==> src/rtl/tprc_pkg.sv <==
// Shared constants and types for the timer prescaler / reload calculator.
package tprc_pkg;

    // Default width of the input clock frequency that is used
    localparam int CLOCK_BITS_DEF = 32;

    // The reload register spans 2**RELOAD_SHIFT counts
    localparam int RELOAD_SHIFT = 16;

    // Reset value of the input clock register
    localparam logic [31:0] CLOCK_RESET = 32'd1;

    // Depth of the queue between front and back
    localparam int QUEUE_DEPTH = 4;
    localparam int QUEUE_PTR_W = $clog2(QUEUE_DEPTH);

    // Queue status seen by both sides
    typedef struct packed {
        logic full;
        logic empty;
    } q_status_t;

endpackage

==> src/rtl/tprc_queue.sv <==
// Short FIFO between the classifying front end and the divider back end.
module tprc_queue #(
    parameter int WIDTH = 2 * tprc_pkg::CLOCK_BITS_DEF + 1
) (
    input  logic                 clk,
    input  logic                 rst_n,
    input  logic                 push,
    input  logic [WIDTH-1:0]     push_data,
    input  logic                 pop,
    output logic [WIDTH-1:0]     pop_data,
    output tprc_pkg::q_status_t  status
);

    localparam int PTR_W = tprc_pkg::QUEUE_PTR_W;

    logic [WIDTH-1:0] entry_reg [0:tprc_pkg::QUEUE_DEPTH-1];
    logic [PTR_W-1:0] wr_ptr_reg;
    logic [PTR_W-1:0] rd_ptr_reg;
    logic [PTR_W:0]   count_reg;

    // Entry storage
    always_ff @(posedge clk)
    begin
        if (push)
        begin
            entry_reg[wr_ptr_reg] <= push_data;
        end
    end

    // Pointers and fill count
    always_ff @(posedge clk or negedge rst_n)
    begin
        if (!rst_n)
        begin
            wr_ptr_reg <= '0;
            rd_ptr_reg <= '0;
            count_reg  <= '0;
        end
        else
        begin
            if (push)
            begin
                wr_ptr_reg <= wr_ptr_reg + 1'b1;
            end
            if (pop)
            begin
                rd_ptr_reg <= rd_ptr_reg + 1'b1;
            end
            if (push && !pop)
            begin
                count_reg <= count_reg + 1'b1;
            end
            else if (pop && !push)
            begin
                count_reg <= count_reg - 1'b1;
            end
        end
    end

    assign pop_data     = entry_reg[rd_ptr_reg];
    assign status.full  = (count_reg == (PTR_W + 1)'(tprc_pkg::QUEUE_DEPTH));
    assign status.empty = (count_reg == '0);

endmodule

==> config.mk <==
export PLATFORM = sky130hd
export DESIGN_NAME = tprc_queue
export DESIGN_NICKNAME = d
export VERILOG_FILES = /design/src/rtl/tprc_pkg.sv /design/src/rtl/tprc_queue.sv
export SDC_FILE = /design/constraint.sdc
export NUM_CORES = 1
export LEC_CHECK = 0
export ABC_AREA = 0
export BUFFER_PORTS_ARGS = -buffer_cell sky130_fd_sc_hd__clkbuf_2
export CAP_MARGIN = 20
export CORE_ASPECT_RATIO = 0.75
export CORE_MARGIN = 3
export CORE_UTILIZATION = 30
export DETAILED_ROUTE_END_ITERATION = 10
export PLACE_DENSITY = 0.54
export SLEW_MARGIN = 40
export SYNTH_ARGS = -nofsm -noshare
export SYNTH_HDL_FRONTEND = slang
export SYNTH_SLANG_ARGS = --single-unit
==> constraint.sdc <==
create_clock -name clk -period 6.2 [get_ports clk]
set_input_delay 0.62 -clock clk [delete_from_list [all_inputs] [get_ports clk]]
set_output_delay 0.62 -clock clk [all_outputs]
set_load 0.03 [all_outputs]
=== Yosys cells after proc, flatten, opt, wreduce, memory -nomap -nowiden ===
Memory sizes are Yosys's and may differ from the RTL's.
Index checks and enable logic that the tools add are counted.

* Muxes and demuxes: 4
* Equal/unequal tests: 1
* Reduce and logical (&&, ||, !) cells: 6
* $add $sub $neg: 4

{| class="wikitable"
|+ Operators by type and width
! kind !! count
|-
| two-way mux 3 bit || 2
|-
| adder 2 x 1 -> 2 bit, second input constant || 2
|-
| adder 3 x 1 -> 3 bit, second input constant || 1
|-
| equality test 3 bit, second input constant || 1
|-
| zero test 3 bit || 1
|-
| subtractor 3 x 1 -> 3 bit, second input constant || 1
|-
| logical AND 1 bit || 2
|-
| zero test 1 bit || 2
|-
| two-way mux 1 bit || 2
|-
| nonzero test 2 bit || 1
|}

* Word-level logic and storage cells: 19
* Output and inout bits: 67
* Memory bits (writable): 260
* Register bits: 7
* Memories: 1

{| class="wikitable"
|+ Memories
! name !! words !! width !! rd ports !! clocked after memory_dff !! write ports !! RTL line !! text
|-
| entry_reg || 4 || 65 || 1 || 0 || 1 || tprc_queue.sv:16 || <nowiki>logic [WIDTH-1:0] entry_reg [0:tprc_pkg::QUEUE_DEPTH-1];</nowiki>
|}

=== Logic depth before layout (Yosys ltp) ===
* Depth after elaboration: 4
* Depth in mapped cells: 7
* Mapped depth without buffers: 7

=== Least setup slack after synthesis ===
OpenSTA, ideal clock, no wires.

* Path type: input -> register
* From: input port push
* To: memory entry_reg[1][0] in the netlist's numbering, enable pin
* Setup time: 0.430 ns
* Stages: 1
* Arrival time: 2.149 ns
* Required time: 5.770 ns
* Path buffers: 0
* Setup slack: 3.621 ns
* Cell sequence: and2_1

* Word-level cells in the longest chain between the ends: 2

{| class="wikitable"
|+ RTL lines
! element !! RTL line !! text
|-
| start, declared || tprc_queue.sv:7 || <nowiki>input logic push,</nowiki>
|-
| two-way mux 1 bit || tprc_queue.sv:24 || <nowiki>if (push)</nowiki>
|-
| two-way mux 1 bit (not written as such) || tprc_queue.sv:26 || <nowiki>entry_reg[wr_ptr_reg] <= push_data;</nowiki>
|-
| end, declared || tprc_queue.sv:16 ||
|}

Every way passes these cells.

=== Worst setup path after layout ===
* From: register rd_ptr_reg[0]
* To: output port pop_data[18]

* Word-level cells in the longest chain between the ends: 1

{| class="wikitable"
|+ RTL lines
! element !! RTL line !! text
|-
| start, declared || tprc_queue.sv:18 || <nowiki>logic [PTR_W-1:0] rd_ptr_reg;</nowiki>
|-
| start signal, assigned || tprc_queue.sv:47 || <nowiki>rd_ptr_reg <= rd_ptr_reg + 1'b1;</nowiki>
|-
| memory read (4 x 65 bit) || -- ||
|-
| end, declared || tprc_queue.sv:10 || <nowiki>output logic [WIDTH-1:0] pop_data,</nowiki>
|}

Every way passes these cells.

==> reports/metrics.yaml <==
status: "finished, final reports clean"
gp_routability_congestion: 0.684
largest_reg_flops: 260
synth_nets: 449
initial_core_util: 0.309
maxSlewViolCount: 0
layout_min_cycle_time_ns: 3.46
yosysWarnings: 0
post-dp-hpwl_mm: 12.2
postCtsSetupRepairBufs: 0
slew_headroom: 0.621
clock_latency_ns: 0.53
die_height_um: 163
regArea_um2: 7990
endpoint_kind: "primary output"
hp-start: "push_data[24]"
grt_pass1_wl_mm: 29.5
placed_cells: 940
vias: 4436
htreeDepth: 1
cp_max_fo: 25
worstSetupPathType: "reg -> out"
drt-total-wl_mm: 18.9
hold_viol: 0
cts_hold_buffers: 1
syn_to_final_growth_pct: 21.8
grt_pass1_vias: 4920
rr_endpoint: "entry_reg[1][17]"
setup_viol: 0
antenna_found_initial: 1
dr.pass1.iters: 4
ant_nets: 0
power_mw: 6.03
fillers: 2905
grt_util_all_layers: 0.110
worstRegToRegCells: 4
fmax_mhz: 289
die_w_um: 215
multi_input_area_um2: 1670
syn_area_per_cell_um2: 26.2
drtIter0Drc: 195
cts_buffers: 26
drv_cap: 0
drive_above_1_share: 0.453
startpoint_type: "flop"
vdd_ir_drop_max_uv: 212
cts_resized: 0
crit_arrival_ns: 2.84
io_pins: 136
overflow: 0
cts.sinks: 267
holdPathEnd: "entry_reg[0][24]"
worst_slack_ns: 2.74
grt_max_degree: 35
rsz0062_at_grt: "false"
dieArea_um2: 34900
drt_drc_violations_left: 0
stdcell_count: 989
clockBufferDepth: 3
num_antenna_cells: 0
hold_path_class: "in -> reg"
design.core.area_um2: 31700
fin_tns_setup_ns: 0
cts_tree: "done"
layout.nets: 609
power_leakage_nw: 4.06
rows: 56
hold_depth: 1
final_cell_mix: "edfxtp_1 (260), clkbuf_2 (135), mux4_2 (65)"
worst_ep_required_time_ns: 5.58
synth_seq_cells: 267
layout_commonest_cell: "edfxtp_1"
power_density_nw_per_um2: 505
clkSlewWorstSetupHoldPaths_ns: 0.06
tightest_slew_ns: 0.569
clock_skew_ns: 0.0154
dp_slack_ns: 3.17
via_per_inst: 4.49
ys_types: 20
numPortBuffers: 135
cts_root_buf: "clkbuf_16"
syn-instance-count: 374
ys_seq_area_frac: 0.814
wire_per_inst_um: 19.1
fin_crit_sh: 0.558
worstReg2RegStart: "wr_ptr_reg[1]"
r2r_slack_ns: 4.64
synthesis.area_um2: 9810
[power by group]
group / switching [mW] / leakage [nW] / internal, mW
sequential: 0.174 / 2.47 / 2.36
combinational: 1.22 / 1.19 / 0.753
clock: 0.619 / 0.402 / 0.907
[metal layers]
layer / up-vias / global-route usage / share of wire
li1: 1927 / - / -
met3: 35 / 0.0295 / 0.055
met4: 0 / 0.0281 / 0.025
met2: 112 / 0.187 / 0.50
met1: 2362 / 0.141 / 0.42
met5: - / 0 / 0
[cell type report]
| cell class | count | share of cell area |
|---|---|---|
| Sequential cell | 267 | 0.669 |
| Multi-Input combinational cell | 88 | 0.140 |
| Timing Repair Buffer | 147 | 0.0748 |
| Clock buffer | 41 | 0.0626 |
| Tap cell | 435 | 0.0456 |
| Clock inverter | 7 | 0.00681 |
| Inverter | 4 | 0.00126 |
[cells in the mapped netlist, drive strengths merged]
| library cell | n | area share |
|---|---|---|
| ha | 5 | 0.0064 |
| nor3b | 1 | 0.00077 |
| clkbuf | 2 | 0.00077 |
| inv | 4 | 0.0015 |
| fa | 1 | 0.0020 |
| buf | 13 | 0.014 |
| mux2 | 1 | 0.0011 |
| o21ai | 1 | 0.00051 |
| nand2 | 2 | 0.00077 |
| xor2 | 4 | 0.0036 |
| xnor2 | 2 | 0.0018 |
| edfxtp | 260 | 0.80 |
| and2 | 4 | 0.0026 |
| nor3 | 1 | 0.00051 |
| nor2 | 1 | 0.00038 |
| mux4 | 65 | 0.15 |
| dfrtp | 7 | 0.018 |
[worst max-delay path: stages (launching register included)]
cell	delay, ns
dfrtp_4	0.71
buf_12	0.30
buf_4	0.48
mux4_2	0.59
clkbuf_2	0.21
[worst max-delay path by stage]
stage                            to  slack, ns     startpoint  cells after the start
floorplan           entry_reg[1][0]       3.62           push                      1
global placement       pop_data[18]       3.05  rd_ptr_reg[0]                      3
detailed placement     pop_data[18]       3.17  rd_ptr_reg[0]                      4
CTS                    pop_data[18]       2.60  rd_ptr_reg[0]                      4
global route           pop_data[18]       2.47  rd_ptr_reg[0]                      4
finish                 pop_data[18]       2.74  rd_ptr_reg[0]                      4
[kinds of logic (layout without fill, tap and decap cells)]
group	after synthesis	in the layout	synth area share
flops	267	267	0.814
mux	66	66	0.150
buf+inv	19	199	0.0165
simple gates	9	9	0.00497
fa+ha+maj	6	6	0.00842
xor+xnor	6	6	0.00536
compound gates	1	1	0.000510
[metrics by stage]
stage	area, um2	hold WS (ns)	util
after floorplan	9810	0.324	-
after global placement	10900	0.464	0.344
after detailed placement	11100	0.474	0.350
after CTS	11900	0.263	0.376
after global routing	11900	0.275	0.376
final	11900	0.308	0.376
Power figures use the tool's default switching activity.
