`src/rtl/tprc_pkg.sv`:
```
// Shared constants and types for the timer prescaler / reload calculator.
package tprc_pkg;

    // Default width of the input clock frequency that is used
    localparam int CLOCK_BITS_DEF = 32;

    // The reload register spans 2**RELOAD_SHIFT counts
    localparam int RELOAD_SHIFT = 16;

    // Reset value of the input clock register
    localparam logic [31:0] CLOCK_RESET = 32'd1;

    // Depth of the queue between front and back
    localparam int QUEUE_DEPTH = 4;
    localparam int QUEUE_PTR_W = $clog2(QUEUE_DEPTH);

    // Queue status seen by both sides
    typedef struct packed {
        logic full;
        logic empty;
    } q_status_t;

endpackage

```
`src/rtl/tprc_front.sv`:
```
// Front end: clock register, input handshake and rate classification.
module tprc_front #(
    parameter int CLOCK_BITS = tprc_pkg::CLOCK_BITS_DEF
) (
    input  logic                      clk,
    input  logic                      rst_n,
    input  logic                      cfg_valid,
    output logic                      cfg_ready,
    input  logic [31:0]               cfg_data,
    input  logic                      in_valid,
    output logic                      in_ready,
    input  logic [31:0]               target_rate_hz,
    input  tprc_pkg::q_status_t       q_status,
    output logic                      push,
    output logic [2*CLOCK_BITS:0]     push_data
);

    logic [31:0]           clock_hz_reg;
    logic [CLOCK_BITS-1:0] clock_used;
    logic                  rejected;

    // Input clock register; the user must write it only while idle, the block does not enforce it
    assign cfg_ready = 1'b1;

    always_ff @(posedge clk or negedge rst_n)
    begin
        if (!rst_n)
        begin
            clock_hz_reg <= tprc_pkg::CLOCK_RESET;
        end
        else if (cfg_valid && cfg_ready)
        begin
            clock_hz_reg <= cfg_data;
        end
    end

    assign clock_used = clock_hz_reg[CLOCK_BITS-1:0];

    // Zero rate or rate above the clock is rejected
    assign rejected = (target_rate_hz == 32'd0) || (32'(clock_used) < target_rate_hz);

    // Take an item whenever the queue has room
    assign in_ready  = !q_status.full;
    assign push      = in_valid && in_ready;
    assign push_data = {!rejected, clock_used, target_rate_hz[CLOCK_BITS-1:0]};

endmodule

```
`config.mk`:
```
export PLATFORM = sky130hd
export DESIGN_NAME = tprc_front
export DESIGN_NICKNAME = d
export VERILOG_FILES = /design/src/rtl/tprc_pkg.sv /design/src/rtl/tprc_front.sv
export SDC_FILE = /design/constraint.sdc
export NUM_CORES = 1
export LEC_CHECK = 0
export BUFFER_PORTS_ARGS = -buffer_cell sky130_fd_sc_hd__buf_2
export CAP_MARGIN = 20
export CORE_MARGIN = 4
export CORE_UTILIZATION = 40
export CTS_CLUSTER_SIZE = 28
export DETAILED_ROUTE_END_ITERATION = 8
export PLACE_DENSITY_LB_ADDON = 0.12
export SYNTH_ARGS = -nofsm -noshare
export SYNTH_HDL_FRONTEND = slang
export SYNTH_SLANG_ARGS = --single-unit
```
`constraint.sdc`:
```
create_clock -name clk -period 1.57 [get_ports clk]
set_clock_uncertainty 0.05 [all_clocks]
set_input_delay 0.0785 -clock clk [delete_from_list [all_inputs] [get_ports clk]]
set_output_delay 0.0785 -clock clk [all_outputs]
set_load 0.005 [all_outputs]
```
-- Yosys cells after proc, flatten, opt, wreduce, memory -nomap -nowiden
Cells that the tools add are included.
- flip-flop bits (word level): 32
- bits in latches: 0
- bits in writable memories: 0
- ROM bits: 0
- input port bits: 70
- output and inout port bits: 68
- word-level logic and storage cells: 7
- memories: 0
- $add $sub $neg: 0
- multiply operators: 0
- div/mod/pow operators: 0
- order comparisons: 1
- equality and inequality tests: 0
- shifts and indexed selects: 0
- multiplexer cells: 0
- bitwise logic cells: 0
- reduce and logical (&&, ||, !) cells: 5
- operators with widths (operator ; count):
    $logic_not A32 Y1 ; 1
    $lt A32 B32 Y1 ; 1
    $logic_not A1 Y1 ; 2
    $logic_and A1 B1 Y1 ; 1
    $logic_or A1 B1 Y1 ; 1

-- Longest topological paths before layout
Gate-level depths: netlist of run 1.
- depth after elaboration: 3
- gate-level depth with buffers: 7
- mapped depth without buffers: 7

-- Least setup slack after synthesis of run 1
OpenSTA, ideal clock, no wires.
- path type: register to output
- start: register clock_hz_reg[29]
- end: output push_data[64]
- arrival: 1.536 ns
- data required time: 1.441 ns
- slack: -0.095 ns
- stages on the path, launching flop included: 7
- buffers on the path: 0
- cell sequence: dfrtp_1 > ha_1 > a21o_1 > a21o_1 > a221oi_2 > nor4bb_1 > a31oi_1
- cells in the longest elaborated chain, start to end: 3
- RTL lines (item ; RTL line ; RTL):
    start: declaration ; tprc_front.sv:18 ; logic [31:0] clock_hz_reg;
    start signal: assignment ; tprc_front.sv:29 ; clock_hz_reg <= tprc_pkg::CLOCK_RESET;
    start signal: assignment ; tprc_front.sv:33 ; clock_hz_reg <= cfg_data;
    $lt A32 B32 Y1 ; tprc_front.sv:40 ; assign rejected = (target_rate_hz == 32'd0) || (32'(clock_used) < target_rate_hz);
    $logic_or A1 B1 Y1 ; tprc_front.sv:40 ;
    $logic_not A1 Y1 ; tprc_front.sv:45 ; assign push_data = {!rejected, clock_used, target_rate_hz[CLOCK_BITS-1:0]};
    end: declaration ; tprc_front.sv:15 ; output logic [2*CLOCK_BITS:0] push_data
Every way passes these cells.

-- Final worst setup path of run 1
Same ends and word-level chain as after synthesis.

==> flow_metrics.tcl, run 1 <==
set metrics [dict create \
    status "finished, violations left" \
    violations "setup timing" \
    hold-worst-slack_ns 0.214 \
    period_minus_slack_ns 2.22 \
    start_util 0.417 \
    place_congestion 0.804 \
    vdd_drop_max_mv 0.471 \
    synth_cell_types 30 \
    die_w_um 84.0 \
    cts_sinks 32 \
    largest_reg_flops 32 \
    synth_nets 323 \
    io_buffers 135 \
    viasPerCell 4.58 \
    finalPower_uw 2450 \
    cts_tree "done" \
    crit_fanout 2 \
    first_pass_iters 4 \
    place_hpwl_um 4910 \
    die_y_um 84.0 \
    h-tree-depth 2 \
    maxCapViolCount 0 \
    drt_wl_total_um 6110 \
    worstPathCellList "ha_1 -> a21o_1 -> a21o_1 -> a221oi_2 -> nor4bb_2 -> a31oi_1 -> buf_2" \
    reg2reg_from "clock_hz_reg[3]" \
    arrival_ns 2.09 \
    core_area_um2 5540 \
    grt_pass1_wl_um 10300 \
    clk_root_buffer_cell "clkbuf_8" \
    max_freq_ghz 0.451 \
    route.detailed.drc 0 \
    cpMostUsedCell "a21o_1" \
    critPathRequiredTime_ns 1.44 \
    postSynthAreaPerCell_um2 10.4 \
    finalMaxSlewViolations 0 \
    critPathBufInv 1 \
    setup_viol 1 \
    postPlaceCellArea_um2 3060 \
    grt_pass1_vias 2224 \
    power.density_nw_per_um2 702 \
    ys_seq_area_frac 0.347 \
    grt_usage 0.180 \
    fill_cells 499 \
    hold_class "input port to async pin" \
    post-route-cell-area_um2 3490 \
    r2r_setup_slack_ns 0.63 \
    nets 491 \
    crit_type "register to primary output" \
    post-place-ws_ns -0.396 \
    cts_buffers 5 \
    layout_common_cells "buf_2, dlygate4sd3_1, inv_1" \
    vias 2121 \
    r2r_cells 2 \
    setup_tns_ns -0.647 \
    startpoint_type "register" \
    drt.antenna.violating_nets 0 \
    syn-instance-count 222 \
    startpoint "clock_hz_reg[29]" \
    reg2reg_to "clock_hz_reg[3]" \
    rsz0062_at_grt "true" \
    crit_slowest_cell "dfrtp_1" \
    endpoint "push_data[64]" \
    cp.depth 7 \
    clk_latency_ns 0.28 \
    fin_ws_ns -0.647 \
    ys_ff_latch 32 \
    antenna_found_initial 0 \
    io_pins 138 \
    fp.dieArea_um2 7060 \
    hold_viol_final 0 \
    mostFrequentLayoutCell "buf_2" \
    initialDrtViolationCount 60 \
    clk_pin_slew_ns 0.07 \
    drive_gt1_frac 0.532 \
    syn_area_um2 2310 \
    syn2layout_area_growth_pct 51.0 \
    wl_per_cell_um 13.2 \
    diodes 0 \
    endpoint_kind "primary output" \
    clock_path_buffers 2 \
    yosysWarnings 0 \
    p_leak_uw 0.00190 \
    path_delay_family "compound AO/OA/AOI/OAI gates" \
    grt_overflow 0 \
    cpPeakStageDelay_ns 0.38 \
    post-route-period-util 1.41 \
    std_cell_rows 27 \
    grt_max_degree 33 \
]
how the worst min path moves through the flow:
stage               startpoint               end  slack [ns]  cells past startpoint
finish                   rst_n  clock_hz_reg[28]        0.21                      2
global route             rst_n  clock_hz_reg[28]        0.25                      2
CTS                      rst_n  clock_hz_reg[28]        0.22                      2
detailed placement       rst_n  clock_hz_reg[26]       -0.02                      1
global placement         rst_n  clock_hz_reg[26]       -0.01                      1
floorplan                rst_n  clock_hz_reg[10]       -0.27                      0
Yosys cell counts, drive strengths merged:
library cell | n | area share
a2111oi | 1 | 0.012
a21boi | 1 | 0.0032
a21o | 4 | 0.013
a21oi | 10 | 0.022
a221oi | 1 | 0.0065
a31oi | 1 | 0.0027
and4 | 1 | 0.0038
buf | 36 | 0.11
clkbuf | 1 | 0.0016
conb | 1 | 0.0016
dfrtp | 31 | 0.34
dfstp | 1 | 0.011
ha | 31 | 0.17
inv | 32 | 0.052
mux2 | 32 | 0.16
nand2 | 4 | 0.0065
nand2b | 1 | 0.0060
nand3 | 3 | 0.0065
nand4 | 7 | 0.019
nor2 | 4 | 0.0065
nor2b | 2 | 0.0054
nor3 | 1 | 0.0022
nor4 | 8 | 0.022
nor4bb | 1 | 0.0043
o21a | 1 | 0.0032
o21ai | 4 | 0.0087
o2bb2ai | 1 | 0.0038
o311ai | 1 | 0.0038
what timing repair did:
action | CTS | global route
setup endpoints to repair | 1 | 1
setup buffers | 0 | 0
gates resized for setup | 1 | 0
hold endpoints to repair | 63 | 0
hold buffers | 33 | 0
per-layer routing:
layer	global-route usage	part of all wire	up-vias
met5	0	0	-
met4	0.0497	0.011	0
met3	0.0503	0.067	6
met2	0.324	0.51	71
met1	0.207	0.41	967
li1	-	-	1077
logic make-up (layout without fill, tap and decap cells):
group           Yosys count  count (layout)  share of synthesized area
buf+inv                  69             238                      0.167
mux                      32              32                      0.156
flops                    32              32                      0.347
simple gates             32              32                     0.0817
fa+ha+maj                31              31                      0.168
compound gates           25              25                     0.0785
other cells               1               1                    0.00162
through the flow:
step	utilization	instances
floorplan	-	222
global placement	0.552	422
detailed placement	0.552	422
CTS	0.630	463
global route	0.630	463
finish	0.630	463
where the power goes:
part,total (µW),internal (µW),switching [µW]
Clock,656,350,306
Sequential,966,910,56.7
Combinational,826,490,337
layout make-up:
| type | count | area, µm² | area share |
|---|---|---|---|
| clock buffers | 6 | 82.6 | 0.0237 |
| multi-input cells | 121 | 1130 | 0.323 |
| flip-flops and latches | 32 | 802 | 0.230 |
| repair buffers | 198 | 1260 | 0.360 |
| well taps | 72 | 90.1 | 0.0258 |
| clock inverters | 2 | 10.0 | 0.00287 |
| inverters | 32 | 120 | 0.0344 |
Note: power is estimated with default switching activity, not from simulation.
==> run 2, diff against run 1 <==
--- a/config.mk
+++ b/config.mk
@@ -5,13 +5,15 @@
 export SDC_FILE = /design/constraint.sdc
 export NUM_CORES = 1
 export LEC_CHECK = 0
+export ABC_AREA = 1
 export BUFFER_PORTS_ARGS = -buffer_cell sky130_fd_sc_hd__buf_2
 export CAP_MARGIN = 20
 export CORE_MARGIN = 4
-export CORE_UTILIZATION = 40
+export CORE_UTILIZATION = 41
 export CTS_CLUSTER_SIZE = 28
 export DETAILED_ROUTE_END_ITERATION = 8
 export PLACE_DENSITY_LB_ADDON = 0.12
+export REMOVE_ABC_BUFFERS = 1
 export SYNTH_ARGS = -nofsm -noshare
 export SYNTH_HDL_FRONTEND = slang
 export SYNTH_SLANG_ARGS = --single-unit
==> flow_metrics.tcl, run 2 <==
set metrics [dict create \
    viasPerCell 4.52 \
    vias 2123 \
    ys_ff_latch 32 \
    max_freq_ghz 0.539 \
    startpoint_type "register" \
    pwr-share-clk 0.301 \
    place_hpwl_um 4450 \
    post-route-period-util 1.18 \
    clock_path_buffers 2 \
    hold_class "input port to register" \
    grt_overflow 0 \
    h-tree-depth 2 \
    ys_async_sr_fraction 1.00 \
    rsz0062_at_grt "true" \
    status "finished, violations left" \
    postSynthAreaPerCell_um2 9.84 \
    cpPeakStageDelay_ns 0.40 \
    p_leak_uw 0.00199 \
    synth_cell_types 23 \
    synth_edf_count 0 \
    finalNonFillerCells 470 \
    clk_pin_slew_ns 0.07 \
    grt_pass1_vias 2200 \
    grt_usage 0.163 \
    io_pins 138 \
    critPathBufInv 1 \
    power.density_nw_per_um2 737 \
    nets 498 \
    crit_slowest_cell "dfrtp_1" \
    pwr-share-seq 0.376 \
    cts_tree "done" \
    die_y_um 85.5 \
    first_pass_iters 4 \
    cts_buffers 5 \
    core_area_um2 5680 \
    clk_root_buffer_cell "clkbuf_8" \
    drt_wl_total_um 6040 \
    yosys.area.top_type "dfrtp_1" \
    critPathRequiredTime_ns 1.44 \
    syn_area_um2 2460 \
    yosysTopAreaCellShare 0.315 \
    drt.antenna.violating_nets 0 \
    maxCapViolCount 0 \
    swShare 0.283 \
    place_inst 426 \
    arrival_ns 1.73 \
    synthFlopType "dfrtp_1" \
    largest_reg_flops 32 \
    route.detailed.drc 0 \
    period_minus_slack_ns 1.86 \
    tightest_slew_ns 0.743 \
    relSlewSlack 0.504 \
    fin_ws_ns -0.287 \
    diodes 0 \
    comb_power_share 0.322 \
    initialDrtViolationCount 28 \
    crit_type "register to primary output" \
    hold_viol_final 0 \
    worstPathCellList "ha_1 -> a21oi_2 -> nor2_2 -> nor3_2 -> nand2_1 -> nand2_1 -> nand2_1 -> nand2_1 -> a21oi_2 -> buf_2" \
    wl_per_cell_um 12.9 \
    cpMostUsedCell "nand2_1" \
    place_congestion 0.733 \
    die_w_um 85.5 \
    synth_commonest_cells "inv_1, buf_4, dfrtp_1, ha_1, nand2_1" \
    yosysWarnings 0 \
    fp.dieArea_um2 7300 \
    vdd_drop_max_mv 0.388 \
    finalMaxSlewViolations 0 \
    layout_common_cells "buf_2, inv_1, dlygate4sd3_1" \
    p_int_uw 1860 \
    grt_pass1_wl_um 9690 \
    clk_latency_ns 0.28 \
    mostFrequentLayoutCell "buf_2" \
    start_util 0.433 \
    antenna_found_initial 0 \
    syn2layout_area_growth_pct 43.1 \
    setup_viol 1 \
    syn-instance-count 250 \
    synth_area_leaders "dfrtp_1, mux2_4, ha_1" \
    drive_gt1_frac 0.505 \
    endpoint_kind "primary output" \
    ys_seq_area_frac 0.326 \
    hold-worst-slack_ns 0.221 \
    path_delay_family "simple AND/OR/NAND/NOR gates" \
    crit_fanout 2 \
    synth.most_common_cell "inv_1" \
    switchingPower_uw 735 \
    cts_sinks 32 \
    std_cell_rows 27 \
    violations "setup timing" \
    io_buffers 135 \
    grt_max_degree 34 \
]
==> run 2: changes by cell type after synthesis, moves of 3 or more <==
cell	change
mux2_4	+28
buf_6	+3
a21o_1	-4
mux2_2	-27
inv_1	+7
nor2_1	+5
nand4_1	-4
nand2_1	+26
a21oi_1	+4
==> run 2: timing repair <==
item                                    CTS  global route
pin swaps                                 1             3
endpoints found under the setup margin    1             1
hold endpoints to repair                 63             0
gates cloned                              0             0
hold buffers                             33             0
buffers inserted                          0             3
gates resized for setup                   2            11
==> run 2: worst reg2reg max path: cells and delay by family (launching register included) <==
family | cells | cell delay, ns
flip-flops | 1 | 0.41
buffers and inverters | 2 | 0.26
multiplexers | 1 | 0.25
==> run 2: layout make-up <==
class                      instances  area, µm²
clock inverter                     2       35.0
multi-input combinational        140       1280
timing repair buffer             177       1090
tap                               72       90.1
sequential                        32        802
inverter                          41        154
clock buffer                       6       72.6
fill                             517       2160
==> run 2: path summary, 6_finish.rpt <==
check | cells after the start | endpoint | slack [ns] | startpoint
hold / removal | 4 | clock_hz_reg[0] | 0.22 | cfg_valid
setup reg to reg | 3 | clock_hz_reg[7] | 0.48 | clock_hz_reg[7]
max in group asynchronous | 2 | clock_hz_reg[24] | 0.65 | rst_n
setup / recovery | 10 | push_data[64] | -0.29 | clock_hz_reg[5]
hold reg to reg | 2 | clock_hz_reg[0] | 0.46 | clock_hz_reg[0]
min in group asynchronous | 2 | clock_hz_reg[17] | 0.35 | rst_n
==> run 2: routing by layer <==
| layer | global-route usage | vias up | share of wire |
|---|---|---|---|
| met5 | 0 | - | 0 |
| met4 | 0.0590 | 0 | 0.020 |
| met3 | 0.0330 | 10 | 0.064 |
| met2 | 0.287 | 76 | 0.50 |
| met1 | 0.195 | 955 | 0.42 |
| li1 | - | 1082 | - |
==> run 2: per-stage QoR <==
step | total power [µW] | setup WS, ns | setup TNS [ns] | util | area [µm²]
finish | 2600 | -0.287 | -0.287 | 0.620 | 3520
global placement | 1710 | 0.0278 | 0 | 0.528 | 3000
detailed placement | 1720 | -0.00245 | -0.00245 | 0.528 | 3000
floorplan | 1340 | 0.213 | 0 | - | 2170
global route | 2770 | -0.413 | -0.413 | 0.620 | 3520
CTS | 2600 | -0.311 | -0.311 | 0.607 | 3440
==> run 2: power groups by stage <==
stage	registers [µW]	logic (µW)	clock network, µW
2_1_floorplan	991	353	0
3_3_place_gp	989	721	0
3_5_place_dp	992	730	0
4_1_cts	977	804	815
5_1_grt	991	947	833
6_report	977	836	782
==> run 2: kinds of logic after synthesis <==
group	after synthesis	share of synthesized area
buffers and inverters	78	0.179
other	1	0.00152
flip-flops	32	0.326
AND/OR/NAND/NOR	55	0.102
adder cells (fa/ha/maj)	31	0.158
multiplexers	31	0.185
AO/OA/AOI/OAI	22	0.0488
==> run 3, diff against run 2 <==
--- a/config.mk
+++ b/config.mk
@@ -8,10 +8,11 @@
 export ABC_AREA = 1
 export BUFFER_PORTS_ARGS = -buffer_cell sky130_fd_sc_hd__buf_2
 export CAP_MARGIN = 20
-export CORE_MARGIN = 4
+export CORE_MARGIN = 3
 export CORE_UTILIZATION = 41
 export CTS_CLUSTER_SIZE = 28
 export DETAILED_ROUTE_END_ITERATION = 8
+export GPL_TIMING_DRIVEN = 0
 export PLACE_DENSITY_LB_ADDON = 0.12
 export REMOVE_ABC_BUFFERS = 1
 export SYNTH_ARGS = -nofsm -noshare
==> flow_metrics.tcl, run 3 (synthesis gave the netlist of run 2 again) <==
set metrics [dict create \
    status "finished, violations left" \
    violations "setup timing" \
    grt_pass1_vias 2231 \
    crit_type "register to primary output" \
    syn2layout_area_growth_pct 39.9 \
    drt.antenna.violating_nets 0 \
    fin_util 0.610 \
    place_hpwl_um 4440 \
    clk_pin_slew_ns 0.07 \
    diodes 0 \
    grt_pass1_wl_um 10100 \
    period_minus_slack_ns 1.84 \
    max_freq_ghz 0.545 \
    cts_tree "done" \
    drive_gt1_frac 0.492 \
    clk_root_buffer_cell "clkbuf_8" \
    r2r_cells 2 \
    hold_depth 2 \
    finalNonFillerCells 466 \
    wl_per_cell_um 12.9 \
    finalMaxSlewViolations 0 \
    critPathBufInv 2 \
    setup_tns_ns -0.266 \
    worstPathCellList "ha_4 -> nand2_1 -> inv_1 -> nand3_2 -> nor3_2 -> nand2_1 -> nand2_1 -> nand2_1 -> a21oi_2 -> buf_2" \
    cpPeakStageDelay_ns 0.42 \
    layout_common_cells "buf_2, inv_1, dlygate4sd3_1" \
    r2r_setup_slack_ns 0.62 \
    critPathRequiredTime_ns 1.44 \
    reg2reg_to "clock_hz_reg[1]" \
    clock_path_buffers 2 \
    grt_max_degree 34 \
    crit_slowest_cell "dfrtp_1" \
    place_inst 420 \
    power.density_nw_per_um2 711 \
    io_buffers 135 \
    route.detailed.drc 0 \
    h-tree-depth 2 \
    cts_sinks 32 \
    min_from "target_rate_hz[5]" \
    vdd_drop_max_mv 0.459 \
    relSlewSlack 0.319 \
    rsz0062_at_grt "true" \
    maxCapViolCount 0 \
    drt_wl_total_um 6020 \
    std_cell_rows 27 \
    grt_usage 0.177 \
    cts_buffers 5 \
    core_area_um2 5640 \
    clk_latency_ns 0.27 \
    postPlaceCellArea_um2 2940 \
    fin_ws_ns -0.266 \
    finalPower_uw 2450 \
    start_util 0.436 \
    initialDrtViolationCount 37 \
    vias 2129 \
    arrival_ns 1.71 \
    die_y_um 83.5 \
    path_delay_family "simple AND/OR/NAND/NOR gates" \
    post-route-period-util 1.17 \
    post-route-cell-area_um2 3440 \
    hold_class "input port to primary output" \
    place_congestion 0.737 \
    largest_reg_flops 32 \
    fp.dieArea_um2 6960 \
    p_leak_uw 0.00196 \
    endpoint_kind "primary output" \
    fill_cells 506 \
    reg2reg_from "clock_hz_reg[1]" \
    grt_overflow 0 \
    hold_end "push_data[5]" \
    crit_fanout 3 \
    setup_viol 1 \
    mostFrequentLayoutCell "buf_2" \
    cpMostUsedCell "nand2_1" \
    tightest_slew_ns 1.02 \
    nets 494 \
    antenna_found_initial 0 \
    viasPerCell 4.57 \
    hold_viol_final 0 \
    io_pins 138 \
    startpoint_type "register" \
    first_pass_iters 4 \
    die_w_um 83.5 \
]
-- run 3: layer usage --
metal	GRT usage	routed length, µm	up-vias
met1	0.210	2500	979
met3	0.0385	375	5
met4	0.0351	45	0
li1	-	-	1070
met2	0.328	3100	75
met5	0	0	-
-- run 3: cell type report --
type / instances / area (µm²) / share of cell area
Clock buffer: 6 / 82.6 / 0.0240
Clock inverter: 2 / 10.0 / 0.00291
Inverter: 41 / 154 / 0.0447
Multi-Input combinational cell: 140 / 1260 / 0.366
Sequential cell: 32 / 802 / 0.233
Tap cell: 72 / 90.1 / 0.0262
Timing Repair Buffer: 173 / 1040 / 0.303
-- run 3: how the worst max path moves through the flow --
| stage | start | slack (ns) | depth (start not counted) | end |
|---|---|---|---|---|
| 6_report | clock_hz_reg[15] | -0.27 | 10 | push_data[64] |
| 3_5_place_dp | clock_hz_reg[11] | 0.01 | 8 | push_data[64] |
| 4_1_cts | clock_hz_reg[15] | -0.29 | 10 | push_data[64] |
| 3_3_place_gp | clock_hz_reg[11] | 0.02 | 8 | push_data[64] |
| 5_1_grt | clock_hz_reg[14] | -0.41 | 10 | push_data[64] |
| 2_1_floorplan | clock_hz_reg[11] | 0.21 | 7 | push_data[64] |
-- run 3: what timing repair did --
item,CTS,global route
buffers inserted,0,5
endpoints found under the hold margin,63,0
pin swaps,1,2
gates resized for setup,3,6
hold buffers,33,0
setup endpoints to repair,1,1
-- run 3: stage by stage --
stage	setup slack (ns)	hold slack, ns
2_1_floorplan	0.213	-0.267
3_3_place_gp	0.0165	0.141
3_5_place_dp	0.0146	0.148
4_1_cts	-0.290	0.310
5_1_grt	-0.407	0.320
6_report	-0.266	0.308
-- run 3: worst reg2reg max path, cell delays in order, from the launching register on --
cell     delay, ns
dfrtp_1       0.40
buf_4         0.14
mux2_4        0.25
-- run 3: power breakdown --
group	internal, µW	switching (µW)
clock	350	313
combinational	461	343
sequential	909	71.7
